===== config.mk =====
export PLATFORM = sky130hd
export DESIGN_NAME = ffp_cfg
export DESIGN_NICKNAME = d
export VERILOG_FILES = /design/src/sv/assert_macros.svh /design/src/sv/ffp_pkg.sv /design/src/sv/ffp_cfg.sv
export SDC_FILE = /design/constraint.sdc
export NUM_CORES = 1
export LEC_CHECK = 0
export ABC_CLOCK_PERIOD_IN_PS = 900
export BUFFER_PORTS_ARGS = -buffer_cell sky130_fd_sc_hd__buf_2
export CORE_MARGIN = 5
export CORE_UTILIZATION = 34
export DETAILED_ROUTE_END_ITERATION = 10
export HOLD_SLACK_MARGIN = 0.03
export PLACE_DENSITY = 0.77
export SETUP_SLACK_MARGIN = 0.3
export SYNTH_ARGS = -nofsm -noshare
export SYNTH_HDL_FRONTEND = slang
export SYNTH_SLANG_ARGS = --single-unit

===== constraint.sdc =====
create_clock -name clk -period 0.9 [get_ports clk]
set_input_delay 0.045 -clock clk [delete_from_list [all_inputs] [get_ports clk]]
set_output_delay 0.045 -clock clk [all_outputs]
set_load 0.01 [all_outputs]

===== src/sv/assert_macros.svh =====
// ----------------------------------------------------------------------------
// Assertion macros
// Concurrent assertion wrappers, empty under synthesis.
// ----------------------------------------------------------------------------
`ifndef ASSERT_MACROS_SVH
`define ASSERT_MACROS_SVH

`ifndef SYNTHESIS

`define ASSERT_CLK(lbl, clk, rst_n, prop) \
  lbl: assert property (@(posedge clk) disable iff (!rst_n) (prop)) \
    else $error("assertion failed");

`define ASSERT_NEVER(lbl, clk, rst_n, expr) \
  lbl: assert property (@(posedge clk) disable iff (!rst_n) !(expr)) \
    else $error("forbidden condition seen");

`else

`define ASSERT_CLK(lbl, clk, rst_n, prop)

`define ASSERT_NEVER(lbl, clk, rst_n, expr)

`endif

`endif


===== src/sv/ffp_pkg.sv =====
// ----------------------------------------------------------------------------
// ffp_pkg
// Shared constants, types and helpers of the first-fit block placer.
// ----------------------------------------------------------------------------
`default_nettype none

package ffp_pkg;

  localparam int MAX_DEPTH  = 16;
  localparam int MAX_ROWS   = 16;
  localparam int MAX_COLS   = 16;
  localparam int GRID_CELLS = MAX_DEPTH * MAX_ROWS * MAX_COLS;
  localparam int ADDR_W     = (GRID_CELLS > 1) ? $clog2(GRID_CELLS) : 1;
  localparam int COUNT_CAP  = (GRID_CELLS < 8191) ? GRID_CELLS : 8191;

  localparam int DIM_W   = 7;
  localparam int EXT_W   = 5;
  localparam int COORD_W = 4;
  localparam int SYM_W   = 8;
  localparam int CNT_W   = 13;
  localparam int REG_W   = 5;
  localparam int VOL_W   = 3 * EXT_W;
  localparam int AMUL_W  = 3 * DIM_W;

  localparam int CFG_AW  = 4;
  localparam int CFG_DW  = 32;

  localparam logic [SYM_W-1:0] EMPTY_SYM = 8'd45;

  localparam logic OP_PLACE = 1'b0;
  localparam logic OP_READ  = 1'b1;

  localparam logic [1:0] REG_DEPTH = 2'd0;
  localparam logic [1:0] REG_ROWS  = 2'd1;
  localparam logic [1:0] REG_COLS  = 2'd2;

  typedef logic [DIM_W-1:0]  dim_t;
  typedef logic [ADDR_W-1:0] addr_t;

  typedef struct packed {
    dim_t nd;
    dim_t nr;
    dim_t nc;
  } grid_dims_t;

  function automatic addr_t cell_addr(dim_t d, dim_t r, dim_t c);
    logic [AMUL_W-1:0] a;
    a = (AMUL_W'(d) * AMUL_W'(MAX_ROWS) + AMUL_W'(r)) * AMUL_W'(MAX_COLS) + AMUL_W'(c);
    return a[ADDR_W-1:0];
  endfunction

endpackage

`default_nettype wire


===== src/sv/ffp_cfg.sv =====
// ----------------------------------------------------------------------------
// ffp_cfg
// APB register file holding the grid size in use.
// ----------------------------------------------------------------------------
`default_nettype none

module ffp_cfg (
  input  logic                      clk,
  input  logic                      rst_n,
  input  logic                      cfg_psel,
  input  logic                      cfg_penable,
  input  logic                      cfg_pwrite,
  input  logic [ffp_pkg::CFG_AW-1:0] cfg_paddr,
  input  logic [ffp_pkg::CFG_DW-1:0] cfg_pwdata,
  output logic [ffp_pkg::CFG_DW-1:0] cfg_prdata,
  output logic                      cfg_pready,
  output ffp_pkg::grid_dims_t       dims
);
  import ffp_pkg::*;

  logic [REG_W-1:0] depth_r, rows_r, cols_r;
  logic [1:0]       idx;
  logic             wr_en;

  assign idx        = cfg_paddr[3:2];
  assign wr_en      = cfg_psel & cfg_penable & cfg_pwrite;
  assign cfg_pready = 1'b1;

  always_ff @(posedge clk) begin
    if (!rst_n) begin
      depth_r <= REG_W'(16);
      rows_r  <= REG_W'(16);
      cols_r  <= REG_W'(16);
    end else if (wr_en) begin
      case (idx)
        REG_DEPTH: depth_r <= cfg_pwdata[REG_W-1:0];
        REG_ROWS:  rows_r  <= cfg_pwdata[REG_W-1:0];
        REG_COLS:  cols_r  <= cfg_pwdata[REG_W-1:0];
        default: ;
      endcase
    end
  end

  always_comb begin
    case (idx)
      REG_DEPTH: cfg_prdata = CFG_DW'(depth_r);
      REG_ROWS:  cfg_prdata = CFG_DW'(rows_r);
      REG_COLS:  cfg_prdata = CFG_DW'(cols_r);
      default:   cfg_prdata = '0;
    endcase
  end

  // clamp to the physical grid
  assign dims.nd = (dim_t'(depth_r) > dim_t'(MAX_DEPTH)) ? dim_t'(MAX_DEPTH) : dim_t'(depth_r);
  assign dims.nr = (dim_t'(rows_r) > dim_t'(MAX_ROWS)) ? dim_t'(MAX_ROWS) : dim_t'(rows_r);
  assign dims.nc = (dim_t'(cols_r) > dim_t'(MAX_COLS)) ? dim_t'(MAX_COLS) : dim_t'(cols_r);

endmodule

`default_nettype wire


==> flow_summary.toml <==
[hold_path]
whs_path_depth = 3
hold_end = "rows_r[2]$_SDFFE_PN0P_"
min-delay-start = "cfg_pwdata[2]"
worstHoldPathType = "input pin to flop"

[global_route]
grt_start_max_net_pins = 20
grt_pass1_vias = 768
groute.usage.overall_pct = 11.20
grt_pass1_wl_um = 3698
overflow = 0
antenna_found_initial = 0

[drt]
drtPass1Iterations = 3
vias = 848
vias_per_cell = 3.981
wire_per_inst_um = 11.74
drtIter0Drc = 16
ant_nets = 0
drc = 0
postRouteWirelength_um = 2501

[critical_path]
slowest_delay_ns = 0.37
r2r_cells = 4
path_delay_family = "flip-flops"
r2r_start = "rows_r[3]$_SDFFE_PN0P_"
critPathKind = "flop to output port"
worstPathMaxFanout = 5
critPathLaunchType = "flop"
reg2reg_to = "rows_r[3]$_SDFFE_PN0P_"
required_ns = 0.85
r2r_slack_ns = 0.12
cp_cell_sequence = "mux2i_1 -> o21ai_1 -> buf_2"
worstSetupEndpointType = "output port"
cp.arrival_ns = 1.05
cpMaxStageDelayCell = "dfxtp_4"
path_buf_inv = 1

[sta]
rsz0062_at_grt = "yes"
worst_slack_ns = -0.1982
final.min_clock_period_ns = 1.098
report.final.slew_viol_count = 0
fmax_mhz = 910.6
clock_skew_ns = 0
setup_viol = 19
finalCritPeriodShare_pct = 122.0
hold_viol_final = 0

[clocking]
clockRootBuffer = "clkbuf_4"
clock_latency_ns = 0.28
cts-htree-levels = 1
cts_tree = "built"
hold_buffers = 0
clk_pin_slew_ns = 0.09
cts_max_path_buffers = 2
cts_buffers = 3
cts_sinks = 15

[cells_and_area]
final_util_pct = 47.36
fillers = 311
areaGrowthSynthToFinish_pct = 35.46
regArea_sq_um = 329.1
nets = 211
drive_gt1_share_pct = 50.89
num_antenna_cells = 0
multi_input_area_sq_um = 651.9

[logic_synthesis]
syn-instance-count = 125
yosysWarnings = 0
yosysUniqueCellTypes = 14
postSynthAreaPerCell_sq_um = 8.468
synth_area_sq_mm = 0.001059
ys_ff_latch = 15
synth.yosys.seq_area_share_pct = 28.37

[placement]
hpwl_um = 1849
dp_slack_ns = -0.1611
portBuffers = 31
place_congestion = 0.8149

[floorplanning]
initial_core_util_pct = 34.96
core-area_sq_mm = 0.003028
pin_count = 95
rows = 20
die_h_um = 65.80
fp.dieW_um = 65.80
design.die.area_sq_mm = 0.004329

[power]
p_per_area_mw_per_mm2 = 926.6
irDropWorstVdd_uv = 350.2
p_leak_nw = 0.7102

[outcome]
status = "complete, but fails checks"
violations = "setup timing"

[job]
timing.max_cap.violations = 0
-- worst max path at each step --
stage	slack (ns)	startpoint	end	cells after the start
6_report	-0.20	rows_r[4]$_SDFFE_PN1P_	cfg_prdata[4]	3
5_1_grt	-0.24	rows_r[4]$_SDFFE_PN1P_	cfg_prdata[4]	3
4_1_cts	-0.17	rows_r[3]$_SDFFE_PN0P_	cfg_prdata[3]	3
3_5_place_dp	-0.16	cfg_psel	rows_r[0]$_SDFFE_PN0P_	4
3_3_place_gp	-0.16	cfg_psel	rows_r[4]$_SDFFE_PN1P_	4
2_1_floorplan	0.04	cfg_paddr[2]	rows_r[4]$_SDFFE_PN1P_	4
-- synthesized netlist by cell type --
cell      number  area (sq um)
dfxtp_1       15         300.3
buf_4         34         255.2
and2b_2        1         8.760
buf_6          2         22.52
nand4_2        1         12.51
conb_1         2         7.510
mux2i_1       20         200.2
nor2b_1       16         100.1
nand2_1       21         78.83
o21ai_0        5         25.02
clkbuf_1       5         18.77
nand3_2        1         10.01
or3b_1         1         8.760
nor3_2         1         10.01
-- repair_timing --
| action | CTS | global route |
|---|---|---|
| setup endpoints to repair | 33 | 35 |
| buffers inserted | 4 | 2 |
| resized for setup | 37 | 14 |
| pin swaps | 4 | 4 |
-- worst min-delay path, stage by stage --
cell and delay, ns:
buf_2 0.10, nand2_1 0.09, mux2i_1 0.07
-- report_power, final --
group	internal, mW	total (mW)	switching [mW]
clock	0.172	0.388	0.216
combinational	0.111	0.269	0.158
sequential	0.662	0.672	0.00948
total	0.945	1.33	0.383
-- area by class of cell --
class	count	area share [%]
clock buffers	4	1.832
multi-input cells	101	45.46
flip-flops and latches	15	22.95
well taps	44	3.839
repair buffers	49	25.92
-- cell families (layout without fill, tap and decap cells) --
kind of cell / after synthesis / count (layout) / share of synthesized area, %
other: 2 / 34 / 0.7095
AOI/OAI and AO/OA: 5 / 5 / 2.364
DFF: 15 / 15 / 28.37
and+or+nand+nor: 42 / 42 / 21.63
muxes: 20 / 20 / 18.91
buffers and inverters: 41 / 53 / 28.01
-- placed cells by master, fill, tap and decap left out --
cell      count
nand2_1      17
dfxtp_2      11
nand2_2       4
nand4_4       1
mux2i_1      16
nor2b_1      14
buf_8         1
and2b_2       1
buf_6        15
o21ai_1       1
or3b_4        1
buf_2        24
clkbuf_1      1
nor2b_2       2
o21ai_2       4
dfxtp_4       4
buf_4         9
nand3_4       1
nor3_4        1
conb_1       34
clkbuf_4      3
mux2i_2       4
-- flip-flops by register name (all words and copies together) (netlist names) --
name     count
cols_r       5
rows_r       5
depth_r      5
-- per-layer routing --
| metal | GRT usage, % | share of wire [%] | wire length [um] | up-vias |
|---|---|---|---|---|
| met4 | 4.663 | 1.2 | 31 | 0 |
| met1 | 14.37 | 40 | 1007 | 381 |
| li1 | - | - | - | 426 |
| met2 | 17.77 | 49 | 1234 | 37 |
| met5 | 0 | 0 | 0 | - |
| met3 | 2.721 | 9.1 | 228 | 4 |
-- through the flow --
stage | hold slack [ns] | setup TNS [ns] | instance area (sq um) | total power, mW | cells
after CTS | 0.04397 | -1.945 | 1369 | 1.319 | 211
after global routing | 0.06993 | -2.690 | 1434 | 1.384 | 213
after global placement | 0.3498 | -0.7644 | 1206 | 0.9118 | 203
after floorplan | 0.1465 | 0 | 1211 | 0.9441 | 157
after detailed placement | 0.3571 | -0.8343 | 1206 | 0.9136 | 203
final | 0.04999 | -1.785 | 1434 | 1.329 | 213
Note: power is estimated with default switching activity, not from simulation.
