File: src/sv/assert_macros.svh
// ----------------------------------------------------------------------------
// Assertion macros
// Concurrent assertion wrappers, empty under synthesis.
// ----------------------------------------------------------------------------
`ifndef ASSERT_MACROS_SVH
`define ASSERT_MACROS_SVH

`ifndef SYNTHESIS

`define ASSERT_CLK(lbl, clk, rst_n, prop) \
  lbl: assert property (@(posedge clk) disable iff (!rst_n) (prop)) \
    else $error("assertion failed");

`define ASSERT_NEVER(lbl, clk, rst_n, expr) \
  lbl: assert property (@(posedge clk) disable iff (!rst_n) !(expr)) \
    else $error("forbidden condition seen");

`else

`define ASSERT_CLK(lbl, clk, rst_n, prop)

`define ASSERT_NEVER(lbl, clk, rst_n, expr)

`endif

`endif

File: src/sv/ffp_pkg.sv
// ----------------------------------------------------------------------------
// ffp_pkg
// Shared constants, types and helpers of the first-fit block placer.
// ----------------------------------------------------------------------------
`default_nettype none

package ffp_pkg;

  localparam int MAX_DEPTH  = 16;
  localparam int MAX_ROWS   = 16;
  localparam int MAX_COLS   = 16;
  localparam int GRID_CELLS = MAX_DEPTH * MAX_ROWS * MAX_COLS;
  localparam int ADDR_W     = (GRID_CELLS > 1) ? $clog2(GRID_CELLS) : 1;
  localparam int COUNT_CAP  = (GRID_CELLS < 8191) ? GRID_CELLS : 8191;

  localparam int DIM_W   = 7;
  localparam int EXT_W   = 5;
  localparam int COORD_W = 4;
  localparam int SYM_W   = 8;
  localparam int CNT_W   = 13;
  localparam int REG_W   = 5;
  localparam int VOL_W   = 3 * EXT_W;
  localparam int AMUL_W  = 3 * DIM_W;

  localparam int CFG_AW  = 4;
  localparam int CFG_DW  = 32;

  localparam logic [SYM_W-1:0] EMPTY_SYM = 8'd45;

  localparam logic OP_PLACE = 1'b0;
  localparam logic OP_READ  = 1'b1;

  localparam logic [1:0] REG_DEPTH = 2'd0;
  localparam logic [1:0] REG_ROWS  = 2'd1;
  localparam logic [1:0] REG_COLS  = 2'd2;

  typedef logic [DIM_W-1:0]  dim_t;
  typedef logic [ADDR_W-1:0] addr_t;

  typedef struct packed {
    dim_t nd;
    dim_t nr;
    dim_t nc;
  } grid_dims_t;

  function automatic addr_t cell_addr(dim_t d, dim_t r, dim_t c);
    logic [AMUL_W-1:0] a;
    a = (AMUL_W'(d) * AMUL_W'(MAX_ROWS) + AMUL_W'(r)) * AMUL_W'(MAX_COLS) + AMUL_W'(c);
    return a[ADDR_W-1:0];
  endfunction

endpackage

`default_nettype wire

File: src/sv/ffp_in_if.sv
// ----------------------------------------------------------------------------
// ffp_in_if
// Input channel: place and read requests.
// ----------------------------------------------------------------------------
`default_nettype none

interface ffp_in_if;
  import ffp_pkg::*;

  logic               valid;
  logic               ready;
  logic               operation;
  logic [EXT_W-1:0]   extent_depth;
  logic [EXT_W-1:0]   extent_side;
  logic [SYM_W-1:0]   fill_symbol;
  logic [COORD_W-1:0] at_depth;
  logic [COORD_W-1:0] at_row;
  logic [COORD_W-1:0] at_col;

  modport source (
    output valid, operation, extent_depth, extent_side, fill_symbol,
           at_depth, at_row, at_col,
    input  ready
  );

  modport sink (
    input  valid, operation, extent_depth, extent_side, fill_symbol,
           at_depth, at_row, at_col,
    output ready
  );
endinterface

`default_nettype wire

File: src/sv/ffp_out_if.sv
// ----------------------------------------------------------------------------
// ffp_out_if
// Result channel: placement outcome or cell contents.
// ----------------------------------------------------------------------------
`default_nettype none

interface ffp_out_if;
  import ffp_pkg::*;

  logic               valid;
  logic               ready;
  logic               placed;
  logic [COORD_W-1:0] origin_depth;
  logic [COORD_W-1:0] origin_row;
  logic [COORD_W-1:0] origin_col;
  logic [SYM_W-1:0]   cell_symbol;
  logic               occupied;
  logic [CNT_W-1:0]   filled_cells;

  modport source (
    output valid, placed, origin_depth, origin_row, origin_col,
           cell_symbol, occupied, filled_cells,
    input  ready
  );

  modport sink (
    input  valid, placed, origin_depth, origin_row, origin_col,
           cell_symbol, occupied, filled_cells,
    output ready
  );
endinterface

`default_nettype wire

File: src/sv/ffp_seq.sv
// ----------------------------------------------------------------------------
// ffp_seq
// Sequencer: clears the grid, scans origins, checks and fills box cells, and serves cell reads.
// ----------------------------------------------------------------------------
`default_nettype none
`include "assert_macros.svh"

module ffp_seq (
  input  logic                     clk,
  input  logic                     rst_n,
  input  ffp_pkg::grid_dims_t      dims,
  ffp_in_if.sink                   in_ch,
  ffp_out_if.source                out_ch,
  output logic                     ram_we,
  output ffp_pkg::addr_t           ram_addr,
  output logic [ffp_pkg::SYM_W-1:0] ram_wdata,
  input  logic [ffp_pkg::SYM_W-1:0] ram_rdata
);
  import ffp_pkg::*;

  typedef enum logic [2:0] {
    ST_CLEAR, ST_IDLE, ST_CHK_RD, ST_CHK_CMP, ST_WR, ST_VOL, ST_RD_WAIT, ST_DONE
  } state_t;

  typedef struct packed {
    logic               placed;
    logic [COORD_W-1:0] od;
    logic [COORD_W-1:0] orow;
    logic [COORD_W-1:0] oc;
    logic [SYM_W-1:0]   sym;
    logic               occupied;
    logic [CNT_W-1:0]   filled;
  } result_t;

  state_t             state_r, state_nxt;
  logic [EXT_W-1:0]   ed_r, ed_nxt, es_r, es_nxt;
  logic [SYM_W-1:0]   fs_r, fs_nxt;
  logic [2*EXT_W-1:0] prod_r, prod_nxt;
  dim_t               od_r, od_nxt, orw_r, orw_nxt, oc_r, oc_nxt;
  dim_t               bi_r, bi_nxt, bj_r, bj_nxt, bk_r, bk_nxt;
  addr_t              clr_r, clr_nxt;
  logic [CNT_W-1:0]   count_r, count_nxt;
  result_t            res_r, res_nxt, out_r, out_nxt;
  logic               out_valid_r, out_valid_nxt;

  dim_t               ed_d, es_d, lim_d, lim_r, lim_c;
  dim_t               in_ed, in_es;
  logic               in_fail, in_range, last_k, last_j, last_i;
  addr_t              box_addr;
  logic [VOL_W-1:0]   vol;
  logic [CNT_W+2:0]   sum;

  assign ed_d  = dim_t'(ed_r);
  assign es_d  = dim_t'(es_r);
  assign lim_d = dims.nd - ed_d;
  assign lim_r = dims.nr - es_d;
  assign lim_c = dims.nc - es_d;
  assign in_ed = dim_t'(in_ch.extent_depth);
  assign in_es = dim_t'(in_ch.extent_side);

  assign in_fail = (dims.nd == '0) || (dims.nr == '0) || (dims.nc == '0) ||
                   (in_ed > dims.nd) || (in_es > dims.nr) || (in_es > dims.nc);
  assign in_range = (dim_t'(in_ch.at_depth) < dims.nd) && (dim_t'(in_ch.at_row) < dims.nr) &&
                    (dim_t'(in_ch.at_col) < dims.nc);

  assign last_k   = (bk_r == es_d - dim_t'(1));
  assign last_j   = (bj_r == es_d - dim_t'(1));
  assign last_i   = (bi_r == ed_d - dim_t'(1));
  assign box_addr = cell_addr(od_r + bi_r, orw_r + bj_r, oc_r + bk_r);
  assign vol      = VOL_W'(prod_r) * VOL_W'(es_r);
  assign sum      = (CNT_W+3)'(count_r) + (CNT_W+3)'(vol);

  assign in_ch.ready         = (state_r == ST_IDLE);
  assign out_ch.valid        = out_valid_r;
  assign out_ch.placed       = out_r.placed;
  assign out_ch.origin_depth = out_r.od;
  assign out_ch.origin_row   = out_r.orow;
  assign out_ch.origin_col   = out_r.oc;
  assign out_ch.cell_symbol  = out_r.sym;
  assign out_ch.occupied     = out_r.occupied;
  assign out_ch.filled_cells = out_r.filled;

  always_comb begin
    state_nxt     = state_r;
    ed_nxt        = ed_r;
    es_nxt        = es_r;
    fs_nxt        = fs_r;
    prod_nxt      = prod_r;
    od_nxt        = od_r;
    orw_nxt       = orw_r;
    oc_nxt        = oc_r;
    bi_nxt        = bi_r;
    bj_nxt        = bj_r;
    bk_nxt        = bk_r;
    clr_nxt       = clr_r;
    count_nxt     = count_r;
    res_nxt       = res_r;
    out_nxt       = out_r;
    out_valid_nxt = out_valid_r;
    ram_we        = 1'b0;
    ram_addr      = box_addr;
    ram_wdata     = fs_r;

    if (out_valid_r && out_ch.ready) begin
      out_valid_nxt = 1'b0;
    end

    case (state_r)
      ST_CLEAR: begin
        ram_we    = 1'b1;
        ram_addr  = clr_r;
        ram_wdata = EMPTY_SYM;
        clr_nxt   = clr_r + addr_t'(1);
        if (clr_r == addr_t'(GRID_CELLS - 1)) begin
          state_nxt = ST_IDLE;
        end
      end
      ST_IDLE: begin
        ram_addr = cell_addr(dim_t'(in_ch.at_depth), dim_t'(in_ch.at_row),
                             dim_t'(in_ch.at_col));
        if (in_ch.valid) begin
          ed_nxt         = in_ch.extent_depth;
          es_nxt         = in_ch.extent_side;
          fs_nxt         = in_ch.fill_symbol;
          prod_nxt       = (2*EXT_W)'(in_ch.extent_depth) * (2*EXT_W)'(in_ch.extent_side);
          od_nxt         = '0;
          orw_nxt        = '0;
          oc_nxt         = '0;
          bi_nxt         = '0;
          bj_nxt         = '0;
          bk_nxt         = '0;
          res_nxt        = '0;
          res_nxt.filled = count_r;
          if (in_ch.operation == OP_READ) begin
            if (in_range) begin
              state_nxt = ST_RD_WAIT;
            end else begin
              res_nxt.sym = EMPTY_SYM;
              state_nxt   = ST_DONE;
            end
          end else if (in_fail) begin
            state_nxt = ST_DONE;
          end else if ((in_ed == '0) || (in_es == '0)) begin
            res_nxt.placed = 1'b1;
            state_nxt      = ST_DONE;
          end else begin
            state_nxt = ST_CHK_RD;
          end
        end
      end
      ST_CHK_RD: begin
        state_nxt = ST_CHK_CMP;
      end
      ST_CHK_CMP: begin
        state_nxt = ST_CHK_RD;
        if (ram_rdata != EMPTY_SYM) begin
          bi_nxt = '0;
          bj_nxt = '0;
          bk_nxt = '0;
          if (oc_r < lim_c) begin
            oc_nxt = oc_r + dim_t'(1);
          end else begin
            oc_nxt = '0;
            if (orw_r < lim_r) begin
              orw_nxt = orw_r + dim_t'(1);
            end else begin
              orw_nxt = '0;
              if (od_r < lim_d) begin
                od_nxt = od_r + dim_t'(1);
              end else begin
                state_nxt = ST_DONE;
              end
            end
          end
        end else begin
          bk_nxt = last_k ? '0 : bk_r + dim_t'(1);
          if (last_k) begin
            bj_nxt = last_j ? '0 : bj_r + dim_t'(1);
            if (last_j) begin
              bi_nxt = last_i ? '0 : bi_r + dim_t'(1);
              if (last_i) begin
                state_nxt = ST_WR;
              end
            end
          end
        end
      end
      ST_WR: begin
        ram_we = 1'b1;
        bk_nxt = last_k ? '0 : bk_r + dim_t'(1);
        if (last_k) begin
          bj_nxt = last_j ? '0 : bj_r + dim_t'(1);
          if (last_j) begin
            bi_nxt = last_i ? '0 : bi_r + dim_t'(1);
            if (last_i) begin
              state_nxt = ST_VOL;
            end
          end
        end
      end
      ST_VOL: begin
        count_nxt      = (sum > (CNT_W+3)'(COUNT_CAP)) ? CNT_W'(COUNT_CAP) : sum[CNT_W-1:0];
        res_nxt.placed = 1'b1;
        res_nxt.od     = od_r[COORD_W-1:0];
        res_nxt.orow   = orw_r[COORD_W-1:0];
        res_nxt.oc     = oc_r[COORD_W-1:0];
        res_nxt.filled = count_nxt;
        state_nxt      = ST_DONE;
      end
      ST_RD_WAIT: begin
        res_nxt.sym      = ram_rdata;
        res_nxt.occupied = (ram_rdata != EMPTY_SYM);
        state_nxt        = ST_DONE;
      end
      ST_DONE: begin
        if (!out_valid_r || out_ch.ready) begin
          out_nxt       = res_r;
          out_valid_nxt = 1'b1;
          state_nxt     = ST_IDLE;
        end
      end
      default: begin
        state_nxt = ST_IDLE;
      end
    endcase
  end

  always_ff @(posedge clk) begin
    if (!rst_n) begin
      state_r     <= ST_CLEAR;
      clr_r       <= '0;
      count_r     <= '0;
      out_valid_r <= 1'b0;
    end else begin
      state_r     <= state_nxt;
      clr_r       <= clr_nxt;
      count_r     <= count_nxt;
      out_valid_r <= out_valid_nxt;
    end
    ed_r   <= ed_nxt;
    es_r   <= es_nxt;
    fs_r   <= fs_nxt;
    prod_r <= prod_nxt;
    od_r   <= od_nxt;
    orw_r  <= orw_nxt;
    oc_r   <= oc_nxt;
    bi_r   <= bi_nxt;
    bj_r   <= bj_nxt;
    bk_r   <= bk_nxt;
    res_r  <= res_nxt;
    out_r  <= out_nxt;
  end

  `ASSERT_NEVER(a_count_cap, clk, rst_n, count_r > CNT_W'(COUNT_CAP))
  `ASSERT_CLK(a_we_states, clk, rst_n, ram_we |-> ((state_r == ST_WR) || (state_r == ST_CLEAR)))
  `ASSERT_CLK(a_box_inside, clk, rst_n, (state_r == ST_VOL) |-> ((od_r + ed_d <= dims.nd) && (orw_r + es_d <= dims.nr) && (oc_r + es_d <= dims.nc)))

endmodule

`default_nettype wire

File: src/flat_wrapper.sv
// flat-port wrapper written by rule: the top's interface ports become plain ports
module ffp_seq_flat import ffp_pkg::*;
  (clk, rst_n, dims, ram_we, ram_addr, ram_wdata, ram_rdata, in_ch_valid, in_ch_operation, in_ch_extent_depth, in_ch_extent_side, in_ch_fill_symbol, in_ch_at_depth, in_ch_at_row, in_ch_at_col, in_ch_ready, out_ch_valid, out_ch_placed, out_ch_origin_depth, out_ch_origin_row, out_ch_origin_col, out_ch_cell_symbol, out_ch_occupied, out_ch_filled_cells, out_ch_ready);
  ffp_in_if in_ch_i ();
  ffp_out_if out_ch_i ();
  input  logic clk;
  input  logic rst_n;
  input  ffp_pkg::grid_dims_t dims;
  output logic ram_we;
  output ffp_pkg::addr_t ram_addr;
  output logic [ffp_pkg::SYM_W-1:0] ram_wdata;
  input  logic [ffp_pkg::SYM_W-1:0] ram_rdata;
  input wire logic [$bits(in_ch_i.valid)-1:0] in_ch_valid;
  input wire logic [$bits(in_ch_i.operation)-1:0] in_ch_operation;
  input wire logic [$bits(in_ch_i.extent_depth)-1:0] in_ch_extent_depth;
  input wire logic [$bits(in_ch_i.extent_side)-1:0] in_ch_extent_side;
  input wire logic [$bits(in_ch_i.fill_symbol)-1:0] in_ch_fill_symbol;
  input wire logic [$bits(in_ch_i.at_depth)-1:0] in_ch_at_depth;
  input wire logic [$bits(in_ch_i.at_row)-1:0] in_ch_at_row;
  input wire logic [$bits(in_ch_i.at_col)-1:0] in_ch_at_col;
  output wire logic [$bits(in_ch_i.ready)-1:0] in_ch_ready;
  output wire logic [$bits(out_ch_i.valid)-1:0] out_ch_valid;
  output wire logic [$bits(out_ch_i.placed)-1:0] out_ch_placed;
  output wire logic [$bits(out_ch_i.origin_depth)-1:0] out_ch_origin_depth;
  output wire logic [$bits(out_ch_i.origin_row)-1:0] out_ch_origin_row;
  output wire logic [$bits(out_ch_i.origin_col)-1:0] out_ch_origin_col;
  output wire logic [$bits(out_ch_i.cell_symbol)-1:0] out_ch_cell_symbol;
  output wire logic [$bits(out_ch_i.occupied)-1:0] out_ch_occupied;
  output wire logic [$bits(out_ch_i.filled_cells)-1:0] out_ch_filled_cells;
  input wire logic [$bits(out_ch_i.ready)-1:0] out_ch_ready;
  assign in_ch_i.valid = in_ch_valid;
  assign in_ch_i.operation = in_ch_operation;
  assign in_ch_i.extent_depth = in_ch_extent_depth;
  assign in_ch_i.extent_side = in_ch_extent_side;
  assign in_ch_i.fill_symbol = in_ch_fill_symbol;
  assign in_ch_i.at_depth = in_ch_at_depth;
  assign in_ch_i.at_row = in_ch_at_row;
  assign in_ch_i.at_col = in_ch_at_col;
  assign in_ch_ready = in_ch_i.ready;
  assign out_ch_valid = out_ch_i.valid;
  assign out_ch_placed = out_ch_i.placed;
  assign out_ch_origin_depth = out_ch_i.origin_depth;
  assign out_ch_origin_row = out_ch_i.origin_row;
  assign out_ch_origin_col = out_ch_i.origin_col;
  assign out_ch_cell_symbol = out_ch_i.cell_symbol;
  assign out_ch_occupied = out_ch_i.occupied;
  assign out_ch_filled_cells = out_ch_i.filled_cells;
  assign out_ch_i.ready = out_ch_ready;
  ffp_seq u_core (.clk(clk), .rst_n(rst_n), .dims(dims), .in_ch(in_ch_i), .out_ch(out_ch_i), .ram_we(ram_we), .ram_addr(ram_addr), .ram_wdata(ram_wdata), .ram_rdata(ram_rdata));
endmodule
File: config.mk
export PLATFORM = sky130hd
export DESIGN_NAME = ffp_seq_flat
export DESIGN_NICKNAME = d
export VERILOG_FILES = /design/src/sv/ffp_pkg.sv /design/src/sv/ffp_in_if.sv /design/src/sv/ffp_out_if.sv /design/src/sv/ffp_seq.sv /design/src/flat_wrapper.sv
export VERILOG_INCLUDE_DIRS = /design/src /design/src/sv
export SDC_FILE = /design/constraint.sdc
export NUM_CORES = 1
export LEC_CHECK = 0
export ABC_CLOCK_PERIOD_IN_PS = 6200
export BUFFER_PORTS_ARGS = -buffer_cell sky130_fd_sc_hd__buf_4
export CAP_MARGIN = 20
export CELL_PAD_IN_SITES_DETAIL_PLACEMENT = 1
export CELL_PAD_IN_SITES_GLOBAL_PLACEMENT = 1
export CORE_UTILIZATION = 48
export DETAILED_ROUTE_END_ITERATION = 7
export GPL_TIMING_DRIVEN = 0
export PLACE_DENSITY_LB_ADDON = 0.1
export SLEW_MARGIN = 20
export SYNTH_ARGS = -nofsm -noshare
export SYNTH_HDL_FRONTEND = slang
export SYNTH_SLANG_ARGS = --single-unit
File: constraint.sdc
create_clock -name clk -period 6.2 [get_ports clk]
set_clock_uncertainty 0.1 [all_clocks]
set_input_delay 0.62 -clock clk [delete_from_list [all_inputs] [get_ports clk]]
set_output_delay 0.62 -clock clk [all_outputs]
set_load 0.005 [all_outputs]
==> flow_summary.yaml <==
die:
  die_x_um: 164
  fp-row-count: 59
  ios: 122
  core_mm2: 0.0260
  die_area_mm2: 0.0270
  die_h_um: 164
  start_util: 0.487
synth:
  netlist.area_leader.share: 0.332
  synth-simple-area-share: 0.164
  synth_edf_count: 140
  yosysMostFrequentCell: "edfxtp_1"
  synthCells: 1240
  syn_nets: 1487
  ys_ff_latch: 169
  synth.avg_cell_area_um2: 10.2
  yosys-top-cells-count: "140 x edfxtp_1, 129 x ha_1, 128 x inv_1"
  muxShareOfSynthArea: 0.00948
  synth_warnings: 0
  yosys.area_share.adder: 0.213
  syn-cell-area_mm2: 0.0127
  synth-seq-area-share: 0.378
  synthFlopType: "edfxtp_1"
  yosysTopAreaCell: "edfxtp_1"
  ys_types: 68
  synthTopCellsByArea: "edfxtp_1 33%, ha_1 13%, fa_1 8.5%"
  synth_compound_area_frac: 0.114
  async_flop_share: 0
  synth_xor_area_frac: 0.0733
  synth_top_family_by_area: "adder cells"
sta:
  worst-slew-pin-transition_ns: 1.11
  relSlewSlack: 0.252
  fin_crit_ns: 5.70
  max_freq_mhz: 175
  slew_viol_final: 0
  rsz0062_at_grt: "no"
  timing.final.hold_violations: 0
  fin_setup_tns_ns: 0
  layout_worst_path_cycle_share: 0.919
  setup-violations-final: 0
grt:
  grt_max_degree: 29
  gr-usage-all-layers: 0.276
  antenna_found_initial: 1
  top_usage_layer: "met2"
  grt_pass1_wl_um: 56000
  grtUsageMet2: 0.448
  grt.met1_usage: 0.376
  grt-ovfl-total: 0
  groute.layer.met3.usage: 0.0362
  grt_pass1_vias: 10217
setup_path:
  path_class: "reg -> reg"
  cp.arrival_ns: 5.86
  endpoint_kind: "flip-flop"
  cp_max_fo: 10
  required_ns: 6.36
  cp-start-kind: "flip-flop"
placed_design:
  place.gp.congestion: 0.927
  io_buffers: 121
  placed_cells: 1698
  dpl.hpwl_um: 28600
status:
  status: "finished, final reports clean"
clock_network:
  cts_resized: 0
  clockBufferDepth: 2
  holdBufCountCts: 0
  htree_num_levels: 4
  clock_sinks: 169
  clkTransAtPathRegs_ns: 0.07
  clkLatencyLatePin_ns: 0.44
  postCtsSetupBuffers: 0
  cts_buffers: 17
  cts_root_buf: "clkbuf_16"
  cts_tree: "built"
route:
  via_per_inst: 5.65
  via_count: 9775
  drc: 0
  drt_iter0_drc: 473
  postRouteAntennaNets: 0
  drt-wirelength-per-cell_um: 20.8
  drtPass1Iterations: 4
  wl_um: 36000
power:
  power_density_mw_per_mm2: 308
  p_leak_nw: 6.36
  vdd_drop_max_mv: 0.159
finish:
  diodes: 0
  layout-drive-gt1-share: 0.132
  fin_nets: 1629
  instances_no_fill: 1730
  area_growth_pct: 15.7
job:
  cap_violations: 0
worst_hold_path:
  hold_class: "in -> reg"
-- final timing paths --
path                              from                           to  slack, ns  depth (start not counted)
setup / recovery        u_core.es_r[2]              u_core.res_r[1]       0.50                         18
hold / removal    in_ch_fill_symbol[2]               u_core.fs_r[2]       0.26                          1
setup reg to reg        u_core.es_r[2]              u_core.res_r[1]       0.50                         18
hold reg to reg       u_core.res_r[25]  u_core.out_ch.origin_col[3]       0.31                          0
-- report_power, final --
group / internal, mW / switching [mW] / total (mW)
Sequential: 1.36 / 0.108 / 1.47
Clock: 0.541 / 0.547 / 1.09
Combinational: 0.802 / 1.15 / 1.96
-- cells in the final DEF, fill, tap and decap left out, types with 6 or more instances in the layout --
master | netlist | layout
and2_1 | 75 | 75
nand2_1 | 93 | 92
o21ai_0 | 22 | 22
nand2b_1 | 8 | 8
a211oi_1 | 14 | 14
xnor2_1 | 61 | 61
or4_1 | 6 | 6
nor4_1 | 7 | 6
or3_1 | 7 | 7
clkbuf_1 | 24 | 25
fa_1 | 54 | 54
mux2i_1 | 12 | 12
edfxtp_1 | 140 | 140
nand4_1 | 11 | 11
nor2b_1 | 17 | 16
nor3_1 | 14 | 13
xor2_1 | 45 | 45
buf_4 | 1 | 122
and3_1 | 29 | 29
a21oi_1 | 61 | 61
a31oi_1 | 7 | 7
dfxtp_1 | 29 | 29
o21bai_1 | 7 | 7
nor2_1 | 83 | 83
inv_1 | 128 | 127
or2_2 | 6 | 6
clkbuf_16 | 0 | 17
o211ai_1 | 8 | 8
a21o_1 | 39 | 39
nand3_1 | 29 | 29
ha_1 | 129 | 129
-- through the flow --
stage | hold slack, ns | setup slack, ns | util | area (µm²) | total power [mW]
floorplan | 0.300 | 1.34 | - | 12700 | 2.80
global placement | 0.300 | 0.638 | 0.539 | 14000 | 3.33
detailed placement | 0.306 | 0.544 | 0.541 | 14100 | 3.41
CTS | 0.248 | 0.513 | 0.564 | 14600 | 4.52
global route | 0.245 | 0.199 | 0.564 | 14700 | 4.79
finish | 0.256 | 0.500 | 0.564 | 14700 | 4.51
-- area by class of cell --
class | count | area, µm²
flip-flops and latches | 169 | 4780
plain buffers | 32 | 143
inverters | 129 | 484
clock inverters | 14 | 155
multi-input cells | 910 | 7290
well taps | 335 | 419
clock buffers | 18 | 429
fillers | 2874 | 11300
repair buffers | 123 | 947
-- logic make-up after synthesis --
family / Yosys count
XOR/XNOR: 106
buffers and inverters: 161
AO/OA/AOI/OAI: 207
flip-flops: 169
adder cells (fa/ha/maj): 183
AND/OR/NAND/NOR: 402
multiplexers: 12
-- routing by layer --
layer  wire length, µm  up-vias
met3              1530       62
met4              1130        0
met2             16600      274
met1             16800     4834
li1                  -     4605
met5                 0        -
-- sequential cells by signal, indices dropped and copies added, names as in the netlist --
| signal | flops |
|---|---|
| u_core.out_ch.filled_cells | 13 |
| u_core.bj_r | 7 |
| u_core.out_ch.origin_col | 4 |
| u_core.state_r | 3 |
| u_core.bk_r | 7 |
| u_core.oc_r | 7 |
| u_core.es_r | 5 |
| u_core.bi_r | 7 |
| u_core.out_ch.origin_depth | 4 |
| u_core.out_ch.cell_symbol | 8 |
| u_core.od_r | 7 |
| u_core.clr_r | 12 |
| u_core.prod_r | 10 |
| u_core.fs_r | 8 |
| u_core.out_ch.valid | 1 |
| u_core.orw_r | 7 |
| u_core.out_ch.occupied | 1 |
| u_core.out_ch.origin_row | 4 |
| u_core.ed_r | 5 |
| u_core.out_ch.placed | 1 |
| u_core.res_r | 35 |
| u_core.count_r | 13 |
-- critical path, cell delays in order, from the launching register on --
cell,delay [ns]
edfxtp_1,0.34
buf_2,0.24
clkbuf_1,0.42
and2_1,0.23
fa_1,0.44
fa_1,0.56
inv_1,0.06
fa_1,0.53
inv_1,0.04
ha_1,0.38
a21o_1,0.24
a221oi_2,0.43
o21bai_1,0.10
a21oi_1,0.18
xnor2_1,0.14
or4b_1,0.52
buf_2,0.20
buf_6,0.17
a21oi_1,0.19
Note: power is estimated with default switching activity, not from simulation.
